==> src/hw/rtl/sfr_pkg.sv <==
// ----------------------------------------------------------------------------
// sfr_pkg: shared types and constants for the stream find-and-replace core
// Beat payload structures, register indexes and size constants.
// ----------------------------------------------------------------------------
package sfr_pkg;

   localparam int MAX_NEEDLE      = 8;
   localparam int MAX_REPLACEMENT = 8;
   localparam int RESULT_LIMIT    = 8;

   localparam int CSR_DATA_W  = 64;
   localparam int CSR_INDEX_W = 2;

   typedef enum logic [CSR_INDEX_W-1:0] {
      CSR_NEEDLE_BYTES       = 2'd0,
      CSR_NEEDLE_LENGTH      = 2'd1,
      CSR_REPLACEMENT_BYTES  = 2'd2,
      CSR_REPLACEMENT_LENGTH = 2'd3
   } csr_index_type;

   typedef struct packed {
      logic [7:0] in_byte;
      logic       in_last;
   } req_type;

   typedef struct packed {
      logic [7:0] out_byte;
      logic       byte_present;
      logic       out_last;
   } rsp_type;

endpackage

==> src/hw/rtl/stream_find_replace_core.sv <==
// ----------------------------------------------------------------------------
// stream_find_replace_core: streaming byte find and replace
// Copies a byte stream through, replacing each leftmost non-overlapping
// occurrence of a programmable needle with a programmable replacement.
// ----------------------------------------------------------------------------
//  channel  | direction | handshake           | payload
//  req_     | in        | req_valid/req_stall | sfr_pkg::req_type (in_byte, in_last)
//  rsp_     | out       | rsp_valid/rsp_stall | sfr_pkg::rsp_type (byte, present, last)
//  csr_     | in        | csr_we              | csr_index, csr_wdata (64 bits)
//
// An input beat is processed in the cycle it is accepted and its results are
// held in an eight-entry result buffer that drains one beat per cycle while
// rsp_stall is low. A beat yielding zero or one result sustains one input beat
// per cycle while rsp_stall is low; a beat yielding more results occupies the
// buffer until they drain, stalling the input. Reset is synchronous and empties
// the window and the buffer and resets the registers. rsp_stall holds the current
// result; the input is taken again in the cycle the final buffered result leaves.
module stream_find_replace_core (
   input  logic                                      clock,
   input  logic                                      reset,
   input  logic                                      req_valid,
   output logic                                      req_stall,
   input  sfr_pkg::req_type                          req_payload,
   output logic                                      rsp_valid,
   input  logic                                      rsp_stall,
   output sfr_pkg::rsp_type                          rsp_payload,
   input  logic                                      csr_we,
   input  logic [sfr_pkg::CSR_INDEX_W-1:0]           csr_index,
   input  logic [sfr_pkg::CSR_DATA_W-1:0]            csr_wdata
);

   // configuration registers
   logic [8*sfr_pkg::MAX_NEEDLE-1:0]      needle_ff;
   logic [3:0]                            needle_len_ff;
   logic [8*sfr_pkg::MAX_REPLACEMENT-1:0] repl_ff;
   logic [3:0]                            repl_len_ff;

   // match window
   logic [7:0] win_ff [sfr_pkg::MAX_NEEDLE];
   logic [7:0] win_in [sfr_pkg::MAX_NEEDLE];
   logic [3:0] fill_ff;
   logic [3:0] fill_in;

   // result buffer
   logic [7:0] res_ff [sfr_pkg::RESULT_LIMIT];
   logic [7:0] res_in [sfr_pkg::RESULT_LIMIT];
   logic [3:0] rem_ff;
   logic [3:0] rem_in;
   logic [2:0] idx_ff;
   logic       last_ff;
   logic       empty_ff;

   // datapath
   logic [3:0] nlen;
   logic [3:0] rlen;
   logic [7:0] wbuf [sfr_pkg::MAX_NEEDLE];
   logic [3:0] fill_new;
   logic [3:0] excess;
   logic       full;
   logic [4:0] cmp_idx [sfr_pkg::MAX_NEEDLE];
   logic [7:0] cmp_byte [sfr_pkg::MAX_NEEDLE];
   logic [sfr_pkg::MAX_NEEDLE-1:0] lane_ok;
   logic       hit;
   logic [3:0] pop_cnt;
   logic [3:0] room;
   logic [3:0] rep_cnt;
   logic [3:0] total;
   logic [3:0] rep_idx [sfr_pkg::RESULT_LIMIT];
   logic [4:0] shift_idx [sfr_pkg::MAX_NEEDLE];

   logic req_fire;
   logic rsp_fire;

   assign rsp_valid = (rem_ff != 4'd0);
   assign rsp_fire  = rsp_valid && !rsp_stall;
   assign req_stall = (rem_ff > 4'd1) || ((rem_ff == 4'd1) && rsp_stall);
   assign req_fire  = req_valid && !req_stall;

   assign rsp_payload.out_byte     = empty_ff ? 8'd0 : res_ff[idx_ff];
   assign rsp_payload.byte_present = !empty_ff;
   assign rsp_payload.out_last     = last_ff && (rem_ff == 4'd1);

   always_comb begin
      // Out-of-range lengths saturate; a zero needle length counts as one.
      if (needle_len_ff == 4'd0) begin
         nlen = 4'd1;
      end else if (needle_len_ff > 4'(sfr_pkg::MAX_NEEDLE)) begin
         nlen = 4'(sfr_pkg::MAX_NEEDLE);
      end else begin
         nlen = needle_len_ff;
      end
      if (repl_len_ff > 4'(sfr_pkg::MAX_REPLACEMENT)) begin
         rlen = 4'(sfr_pkg::MAX_REPLACEMENT);
      end else begin
         rlen = repl_len_ff;
      end

      for (int j = 0; j < sfr_pkg::MAX_NEEDLE; j++) begin
         wbuf[j] = (4'(j) == fill_ff) ? req_payload.in_byte : win_ff[j];
      end
      fill_new = fill_ff + 4'd1;
      full     = (fill_new >= nlen);
      excess   = (fill_new > nlen) ? (fill_new - nlen) : 4'd0;

      // Bytes beyond a shortened needle are skipped; the compare starts there.
      for (int i = 0; i < sfr_pkg::MAX_NEEDLE; i++) begin
         cmp_idx[i]  = 5'(i) + {1'b0, excess};
         cmp_byte[i] = cmp_idx[i][4:3] == 2'd0 ? wbuf[cmp_idx[i][2:0]] : 8'd0;
         lane_ok[i]  = (4'(i) >= nlen) || (cmp_byte[i] == needle_ff[8*i +: 8]);
      end
      hit = full && (&lane_ok);

      if (!full) begin
         pop_cnt = 4'd0;
      end else if (hit) begin
         pop_cnt = excess;
      end else begin
         pop_cnt = excess + 4'd1;
      end
      if (req_payload.in_last && !hit) begin
         pop_cnt = fill_new;
      end

      room    = 4'(sfr_pkg::RESULT_LIMIT) - excess;
      rep_cnt = hit ? ((rlen < room) ? rlen : room) : 4'd0;
      total   = pop_cnt + rep_cnt;

      // Results are the popped window bytes followed by the replacement.
      for (int j = 0; j < sfr_pkg::RESULT_LIMIT; j++) begin
         rep_idx[j] = 4'(j) - pop_cnt;
         if (4'(j) < pop_cnt) begin
            res_in[j] = wbuf[j];
         end else begin
            res_in[j] = repl_ff[{rep_idx[j][2:0], 3'b000} +: 8];
         end
      end

      for (int i = 0; i < sfr_pkg::MAX_NEEDLE; i++) begin
         shift_idx[i] = 5'(i) + {1'b0, pop_cnt};
         win_in[i]    = shift_idx[i][4:3] == 2'd0 ? wbuf[shift_idx[i][2:0]] : 8'd0;
      end
      if (req_payload.in_last || hit) begin
         fill_in = 4'd0;
      end else begin
         fill_in = fill_new - pop_cnt;
      end

      // A final beat with nothing to emit still produces one empty result.
      if (req_payload.in_last && (total == 4'd0)) begin
         rem_in = 4'd1;
      end else begin
         rem_in = total;
      end
   end

   always_ff @(posedge clock) begin
      if (reset) begin
         needle_ff     <= '0;
         needle_len_ff <= 4'd1;
         repl_ff       <= '0;
         repl_len_ff   <= 4'd0;
      end else if (csr_we) begin
         case (sfr_pkg::csr_index_type'(csr_index))
            sfr_pkg::CSR_NEEDLE_BYTES:       needle_ff     <= csr_wdata;
            sfr_pkg::CSR_NEEDLE_LENGTH:      needle_len_ff <= csr_wdata[3:0];
            sfr_pkg::CSR_REPLACEMENT_BYTES:  repl_ff       <= csr_wdata;
            sfr_pkg::CSR_REPLACEMENT_LENGTH: repl_len_ff   <= csr_wdata[3:0];
            default: ;
         endcase
      end
   end

   always_ff @(posedge clock) begin
      if (reset) begin
         fill_ff <= 4'd0;
         rem_ff  <= 4'd0;
         idx_ff  <= 3'd0;
      end else if (req_fire) begin
         fill_ff <= fill_in;
         rem_ff  <= rem_in;
         idx_ff  <= 3'd0;
      end else if (rsp_fire) begin
         rem_ff  <= rem_ff - 4'd1;
         idx_ff  <= idx_ff + 3'd1;
      end
   end

   always_ff @(posedge clock) begin
      if (req_fire) begin
         win_ff   <= win_in;
         res_ff   <= res_in;
         last_ff  <= req_payload.in_last;
         empty_ff <= (total == 4'd0);
      end
   end

   // The window never holds a full needle between beats.
   a_fill_bound: assert property (@(posedge clock) disable iff (reset)
      fill_ff < 4'(sfr_pkg::MAX_NEEDLE))
      else $error("window fill out of range");

   a_rem_bound: assert property (@(posedge clock) disable iff (reset)
      rem_ff <= 4'(sfr_pkg::RESULT_LIMIT))
      else $error("result count out of range");

   // A new beat is only taken once the buffer is empty or emptying.
   a_accept_drained: assert property (@(posedge clock) disable iff (reset)
      req_fire |-> (rem_ff == 4'd0) || ((rem_ff == 4'd1) && rsp_fire))
      else $error("input accepted over pending results");

   a_empty_is_last: assert property (@(posedge clock) disable iff (reset)
      rsp_valid && !rsp_payload.byte_present |-> rsp_payload.out_last)
      else $error("empty result without end mark");

   a_last_final: assert property (@(posedge clock) disable iff (reset)
      rsp_fire && rsp_payload.out_last |=> (rem_ff == 4'd0) || $past(req_fire))
      else $error("results remain after end mark");

endmodule

==> config.mk <==
export PLATFORM = sky130hd
export DESIGN_NAME = stream_find_replace_core
export DESIGN_NICKNAME = d
export VERILOG_FILES = /design/src/hw/rtl/sfr_pkg.sv /design/src/hw/rtl/stream_find_replace_core.sv
export SDC_FILE = /design/constraint.sdc
export NUM_CORES = 1
export LEC_CHECK = 0
export BUFFER_PORTS_ARGS = -buffer_cell sky130_fd_sc_hd__buf_2
export CAP_MARGIN = 10
export CORE_MARGIN = 2
export CORE_UTILIZATION = 45
export DETAILED_ROUTE_END_ITERATION = 6
export PLACE_DENSITY = 0.57
export SETUP_SLACK_MARGIN = 0.2
export SLEW_MARGIN = 0
export SYNTH_ARGS = -nofsm -noshare
export SYNTH_HDL_FRONTEND = slang
export SYNTH_SLANG_ARGS = --single-unit
==> constraint.sdc <==
create_clock -name clock -period 13.67 [get_ports clock]
set_input_delay 0 -clock clock [delete_from_list [all_inputs] [get_ports clock]]
set_output_delay 0 -clock clock [all_outputs]
set_load 0.1 [all_outputs]
==> results of run 1 <==
-- area by class of cell --
cell class                      instances  area, µm²  share of cell area
Antenna cell                            1       2.50           0.0000991
Clock buffer                           45        912              0.0361
Clock inverter                         14        175             0.00694
Inverter                               49        189             0.00748
Multi-Input combinational cell       1941      14500               0.576
Sequential cell                       277       6850               0.271
Tap cell                              664        831              0.0329
Timing Repair Buffer                  240       1750              0.0693
-- path summary, 6_finish.rpt --
path	from	endpoint	slack (ns)	cells past startpoint
hold reg to reg	needle_ff[7]	needle_ff[7]	0.47	2
setup / recovery	fill_ff[0]	res_ff[14]	1.94	24
hold / removal	csr_index[0]	needle_len_ff[0]	0.05	3
setup reg to reg	fill_ff[0]	res_ff[14]	1.94	24
-- where the power goes --
group | switching, mW | internal [mW] | leakage [nW]
sequential | 0.0966 | 1.11 | 2.43
combinational | 1.35 | 0.690 | 6.66
clock | 0.392 | 0.515 | 0.528
-- sequential cells by signal, indices dropped and copies added, names as in the netlist --
signal and count:
needle_ff 64, rem_ff 4, needle_len_ff 4, repl_ff 64, last_ff 1, repl_len_ff 4
idx_ff 3, fill_ff 4, win_ff 64, empty_ff 1, res_ff 64
-- worst reg2reg max path: cells and delay by family (launching register included) --
| kind | cells | cell delay [ns] |
|---|---|---|
| compound gates | 8 | 2.80 |
| simple gates | 5 | 2.32 |
| mux | 1 | 0.78 |
| fa+ha+maj | 4 | 1.91 |
| xor+xnor | 1 | 0.37 |
| flops | 1 | 0.54 |
| buf+inv | 5 | 2.67 |
-- cells in the final DEF (no fill, tap or decap), drive strengths merged, types with 69 or more instances in the layout --
cell	instances
mux2i	222
nand2	405
dfxtp	147
nor2	133
edfxtp	130
o21ai	76
buf	171
dlygate4sd3	69
mux4	111
a211oi	87
nor3	71
a21oi	192
-- timing repair --
item / 4_1_cts / 5_1_grt
hold buffers: 69 / 0
endpoints found under the setup margin: 0 / 0
endpoints found under the hold margin: 144 / 0
-- cell families after synthesis --
family | after synthesis | share of synthesized area
buf+inv | 252 | 0.0513
mux | 377 | 0.233
xor+xnor | 63 | 0.0261
compound gates | 643 | 0.194
fa+ha+maj | 36 | 0.0204
flops | 277 | 0.305
simple gates | 822 | 0.170
-- through the flow --
step	area [µm²]	total power, mW	hold WS (ns)	setup slack, ns
floorplan	22400	2.50	0.0989	4.86
global placement	23500	3.15	0.255	2.74
detailed placement	23500	3.17	0.261	2.47
CTS	25200	4.09	0.0276	2.43
global route	25200	4.28	0.0620	1.49
finish	25200	4.16	0.0455	1.94
-- layer usage --
layer  part of all wire  global-route usage  routed length [µm]
met1               0.40               0.517               39800
met2               0.42               0.548               41300
met3               0.11              0.0914               11200
met4              0.060               0.198                5940
met5            0.00018                   0                  18
==> key figures, run 1 <==
Run status
  – Status: completed

CTS
  – Worst skew pair latency: 0.58 ns
  – Post-CTS setup buffers: 0
  – # resized after CTS: 0
  – CTS tree: built
  – CTS buffer count: 34
  – H-tree depth: 2
  – CTS root buf: clkbuf_16
  – Clock Sink Count: between 200 and 300
  – Clock Tree Buf Depth: 3
  – Clk slew on worst S/H paths: 0.06 ns

Yosys
  – #FFs+latches synth: roughly 280
  – Post-Syn Area per Cell: between 9 and 10 µm²
  – Ys flop type: dfxtp_1
  – Top cells by area, synth: edfxtp_1 (17%), dfxtp_1 (13%), mux4_2 (11%)
  – Ys Warns: 0
  – Synth Instances: 2470
  – Distinct cells, synth: 100
  – Net Count, Synth: approximately 2600
  – Synth top cells by count: nand2_1 (404), mux2i_1 (219), a21oi_1 (192)
  – Syn Std Cell Area: 22400 µm²
  – Top-count cell post-synth: nand2_1
  – Synth async-reset ratio: 0
  – Seq/Total Area, Yosys: 0.305
  – Yosys top cell by area: edfxtp_1
  – Number of enable flip-flop cells after synthesis: between 100 and 150
  – Top cell type's share of synthesized area: 0.174

Finish
  – Final core area utilization: 0.515
  – P&R area growth vs syn: 12.5%
  – Final nets: about 2700
  – Layout fillers: around 4600
  – Final non-filler cell total: roughly 3200
  – Layout cell share with drive strength beyond 1: 0.168

Worst setup path
  – Crit path max-delay cell type: clkinv_1
  – Crit-path max FO: 50
  – CP endpoint kind: flip-flop
  – WP buf/inv: 5
  – Startpoint Class: flip-flop
  – Largest delay share family, worst path: compound AO/OA/AOI/OAI gates
  – Crit path largest cell delay: ~0.94 ns
  – CP Cell Sequence: ha_1 > xor2_1 > ha_1 > a41oi_1 > o211ai_2 > buf_4 > clkinv_1 > ha_1 > a21oi_1 > mux2i_1 > nor4b_1 > a41oi_1 > o31ai_1 > nor4bb_1 > a32o_1 > and2_1 > o21ai_4 > inv_4 > ha_2 > inv_2 > buf_4 > nor2_1 > and3_1 > o41ai_1
  – WS Path Type: reg2reg
  – CP dominant cell by count: ha_1
  – CP arrival: 11.97 ns
  – Crit path required time: 13.91 ns

STA
  – RSZ-0062 raised after global routing: false
  – Tmin final: 11.73 ns
  – Worst Tran Pin Value: about 1.4 ns
  – Relative slew margins: 0.0578
  – Setup violations, final: 0
  – Highest achievable clock rate: 85.2 MHz
  – Worst Skew: 0.0237 ns
  – Ratio of final minimum period to clock period: 0.858
  – Slew Viols, Final: 0
  – Hold Vio Cnt, Final: 0
  – Total Neg Setup Slack: 0 ns

Placement
  – GPL Wtd Cong: 1.04
  – Placed insts: 3102
  – DP Wirelength: 72.3 mm
  – Port Buffers: 91

Floorplan
  – Chip Height: 227 µm
  – Die X: ~230 µm
  – Rows: 81
  – Boundary pin count: 92
  – Die ar.: 51700 µm²
  – Initial core utilization: 0.458
  – Area of the core: 49100 µm²

Power
  – Leakage power: 9.62 nW
  – Peak supply drop: 0.000158 V
  – PD cells: 165 nW/µm²

Drt
  – Starting DRT DRC Count: 3079
  – Vias per cell: a little under 7
  – Drt drc: 0
  – Via Count: about 22000
  – Post-DRT Antenna Nets: 0
  – DRT Pass-1 Iters: 7
  – WL per Instance: 30.4 µm
  – WL final: roughly 98 mm

Global routing
  – Initial antenna violation count: 4
  – Global-route wire length before repair: 140 mm
  – Vias in the first global route: 20100
  – GRT Resource Usage Total: 0.376
  – Pin count of the biggest net entering global routing: 106
  – Grt ovf: 0

Run
  – Max-cap viol count: 0

Hold path
  – HP Class: in2reg
Note: power is estimated with default switching activity, not from simulation.
==> run 2, diff against run 1 <==
--- a/config.mk
+++ b/config.mk
@@ -8,10 +8,10 @@
 export BUFFER_PORTS_ARGS = -buffer_cell sky130_fd_sc_hd__buf_2
 export CAP_MARGIN = 10
 export CORE_MARGIN = 2
-export CORE_UTILIZATION = 45
+export CORE_UTILIZATION = 55
 export DETAILED_ROUTE_END_ITERATION = 6
-export PLACE_DENSITY = 0.57
-export SETUP_SLACK_MARGIN = 0.2
+export PLACE_DENSITY = 0.68
+export SETUP_SLACK_MARGIN = 0.1
 export SLEW_MARGIN = 0
 export SYNTH_ARGS = -nofsm -noshare
 export SYNTH_HDL_FRONTEND = slang
==> run 2 against run 1 <==
Global-route usage rose by 8.8 points. Largest power group unchanged. First-iteration DRC count rose by 24%. Maximum frequency rose by 2.9%. Critical endpoint is now res_ff[27]. Total power rose by 1.5%. Largest cell class unchanged. Final cell count fell by 4.0%. Worst setup slack improved by 0.33 ns. Clock skew fell by 0.0050 ns. Highest routed layer unchanged. Clock power rose by 5.8%.
==> key figures, run 2 (same netlist as run 1, synthesis figures left out) <==
Run status
  – Status: completed

CTS
  – Clock Sink Count: approximately 280
  – CTS root buf: clkbuf_16
  – Clk slew on worst S/H paths: around 0.07 ns
  – CTS tree: built
  – H-tree depth: 2
  – Clock Tree Buf Depth: 3
  – CTS buffer count: 34
  – Worst skew pair latency: 0.55 ns
  – Post-CTS setup buffers: 0

Drt
  – Vias per cell: 7.31
  – WL final: about 100 mm
  – Post-DRT Antenna Nets: 0
  – DRT Pass-1 Iters: 7
  – Via Count: about 23000
  – Drt drc: 0
  – Starting DRT DRC Count: 3823
  – WL per Instance: 32.1 µm

Power
  – Peak supply drop: 0.000119 V
  – Leakage power: a little under 10 nW
  – Cell Int Power: 2.38 mW
  – Reg power frac: 0.288
  – Clock Power Share: 0.227
  – Sw Ratio: 0.437
  – Combinational power share: 0.484
  – PD cells: 168 nW/µm²
  – NetSw: 1.85 mW

STA
  – WHS: 0.0381 ns
  – Setup violations, final: 0
  – RSZ-0062 raised after global routing: false
  – Highest achievable clock rate: 87.7 MHz
  – Slew Viols, Final: 0
  – Ratio of final minimum period to clock period: 0.834
  – Tmin final: between 10 and 15 ns
  – Total Neg Setup Slack: 0 ns
  – Relative slew margins: 0.112
  – Worst Tran Pin Value: 1.33 ns
  – Hold Vio Cnt, Final: 0
  – Worst Skew: 0.0187 ns

Worst setup path
  – Startpoint Class: flip-flop
  – Crit path largest cell delay: 0.95 ns
  – Crit path max-delay cell type: clkinv_1
  – WS Path Type: reg2reg
  – Crit path required time: 14.09 ns
  – CP dominant cell by count: buf_4
  – CP arrival: 11.82 ns
  – CP endpoint kind: flip-flop
  – Crit-path max FO: 47

Finish
  – P&R area growth vs syn: 12.1%
  – Commonest non-fill, non-tap cells in the layout: nand2_1 (404), mux2i_1 (213), a21oi_1 (191), dfxtp_1 (147)
  – Fin area: 25200 µm²
  – Commonest non-fill, non-tap cell in the layout: nand2_1
  – Final nets: 2663
  – Layout cell share with drive strength beyond 1: 0.171
  – Final core area utilization: 0.629

Floorplan
  – Area of the core: 40000 µm²
  – Chip Height: 206 µm
  – Initial core utilization: 0.561
  – Die ar.: 42400 µm²
  – Rows: 73
  – Die X: 206 µm
  – Boundary pin count: 92

Placement
  – Port Buffers: 91
  – GPL Wtd Cong: 1.01
  – Cell Area, Placed: around 23000 µm²
  – DP Wirelength: 71.3 mm

Hold path
  – HP Class: in2reg

Global routing
  – Vias in the first global route: 20800
  – Initial antenna violation count: 6
  – GRT Resource Usage Total: 0.465
  – Pin count of the biggest net entering global routing: 83
  – Global-route wire length before repair: ~140 mm
  – Grt ovf: 0

Run
  – Max-cap viol count: 0
## run 2: changes by cell type in the layout (fill, tap and decap cells not counted), sizes merged
| cell | change |
|---|---|
| dlygate4sd3 | -1 |
| bufinv | +1 |
| inv | +2 |
| buf | +5 |
| clkinv | -4 |
| diode | +3 |
| clkinvlp | +1 |
| clkbuf | +2 |
## run 2: worst max-delay path: cells and delay by family (launching register included)
kind	cells	cell delay [ns]
buf+inv	8	3.49
fa+ha+maj	4	2.27
compound gates	9	1.83
simple gates	6	1.46
xor+xnor	1	0.95
mux	1	0.66
flops	1	0.55
## run 2: layout make-up
type                            instances  area (µm²)
Fill cell                            3325       14800
Multi-Input combinational cell       1941       14500
Sequential cell                       277        6850
Timing Repair Buffer                  244        1780
Clock buffer                           47         991
Tap cell                              525         657
Inverter                               49         189
Clock inverter                         14         174
Antenna cell                            4        10.0
## run 2: final timing paths
path	end	slack, ns	from	cells past startpoint
min reg2reg	needle_ff[7]	0.47	needle_ff[7]	2
min	idx_ff[0]	0.04	rsp_stall	4
max	res_ff[27]	2.27	fill_ff[0]	29
max reg2reg	res_ff[27]	2.27	fill_ff[0]	29
## run 2: repair_timing
action	in CTS	in global routing
hold buffers	68	0
resized for setup	0	0
endpoints found under the hold margin	137	0
## run 2: power groups by stage
stage	sequential (mW)	combinational (mW)	clock [mW]
2_1_floorplan	1.20	1.31	0
3_3_place_gp	1.22	1.90	0
3_5_place_dp	1.23	1.92	0
4_1_cts	1.21	1.95	0.956
5_1_grt	1.23	2.11	0.994
6_report	1.22	2.05	0.960
## run 2: routing by layer
metal / track usage / wire (µm) / part of all wire
met4: 0.288 / 7320 / 0.073
met3: 0.146 / 14000 / 0.14
met2: 0.656 / 40900 / 0.41
met1: 0.618 / 37400 / 0.38
met5: 0 / 106 / 0.0011
## run 2: metrics by stage
step	std cells	power, mW	setup WS [ns]
2_1_floorplan	2470	2.50	4.86
3_3_place_gp	2967	3.12	2.92
3_5_place_dp	2967	3.15	2.65
4_1_cts	3096	4.12	2.60
5_1_grt	3098	4.33	1.91
6_report	3101	4.22	2.27
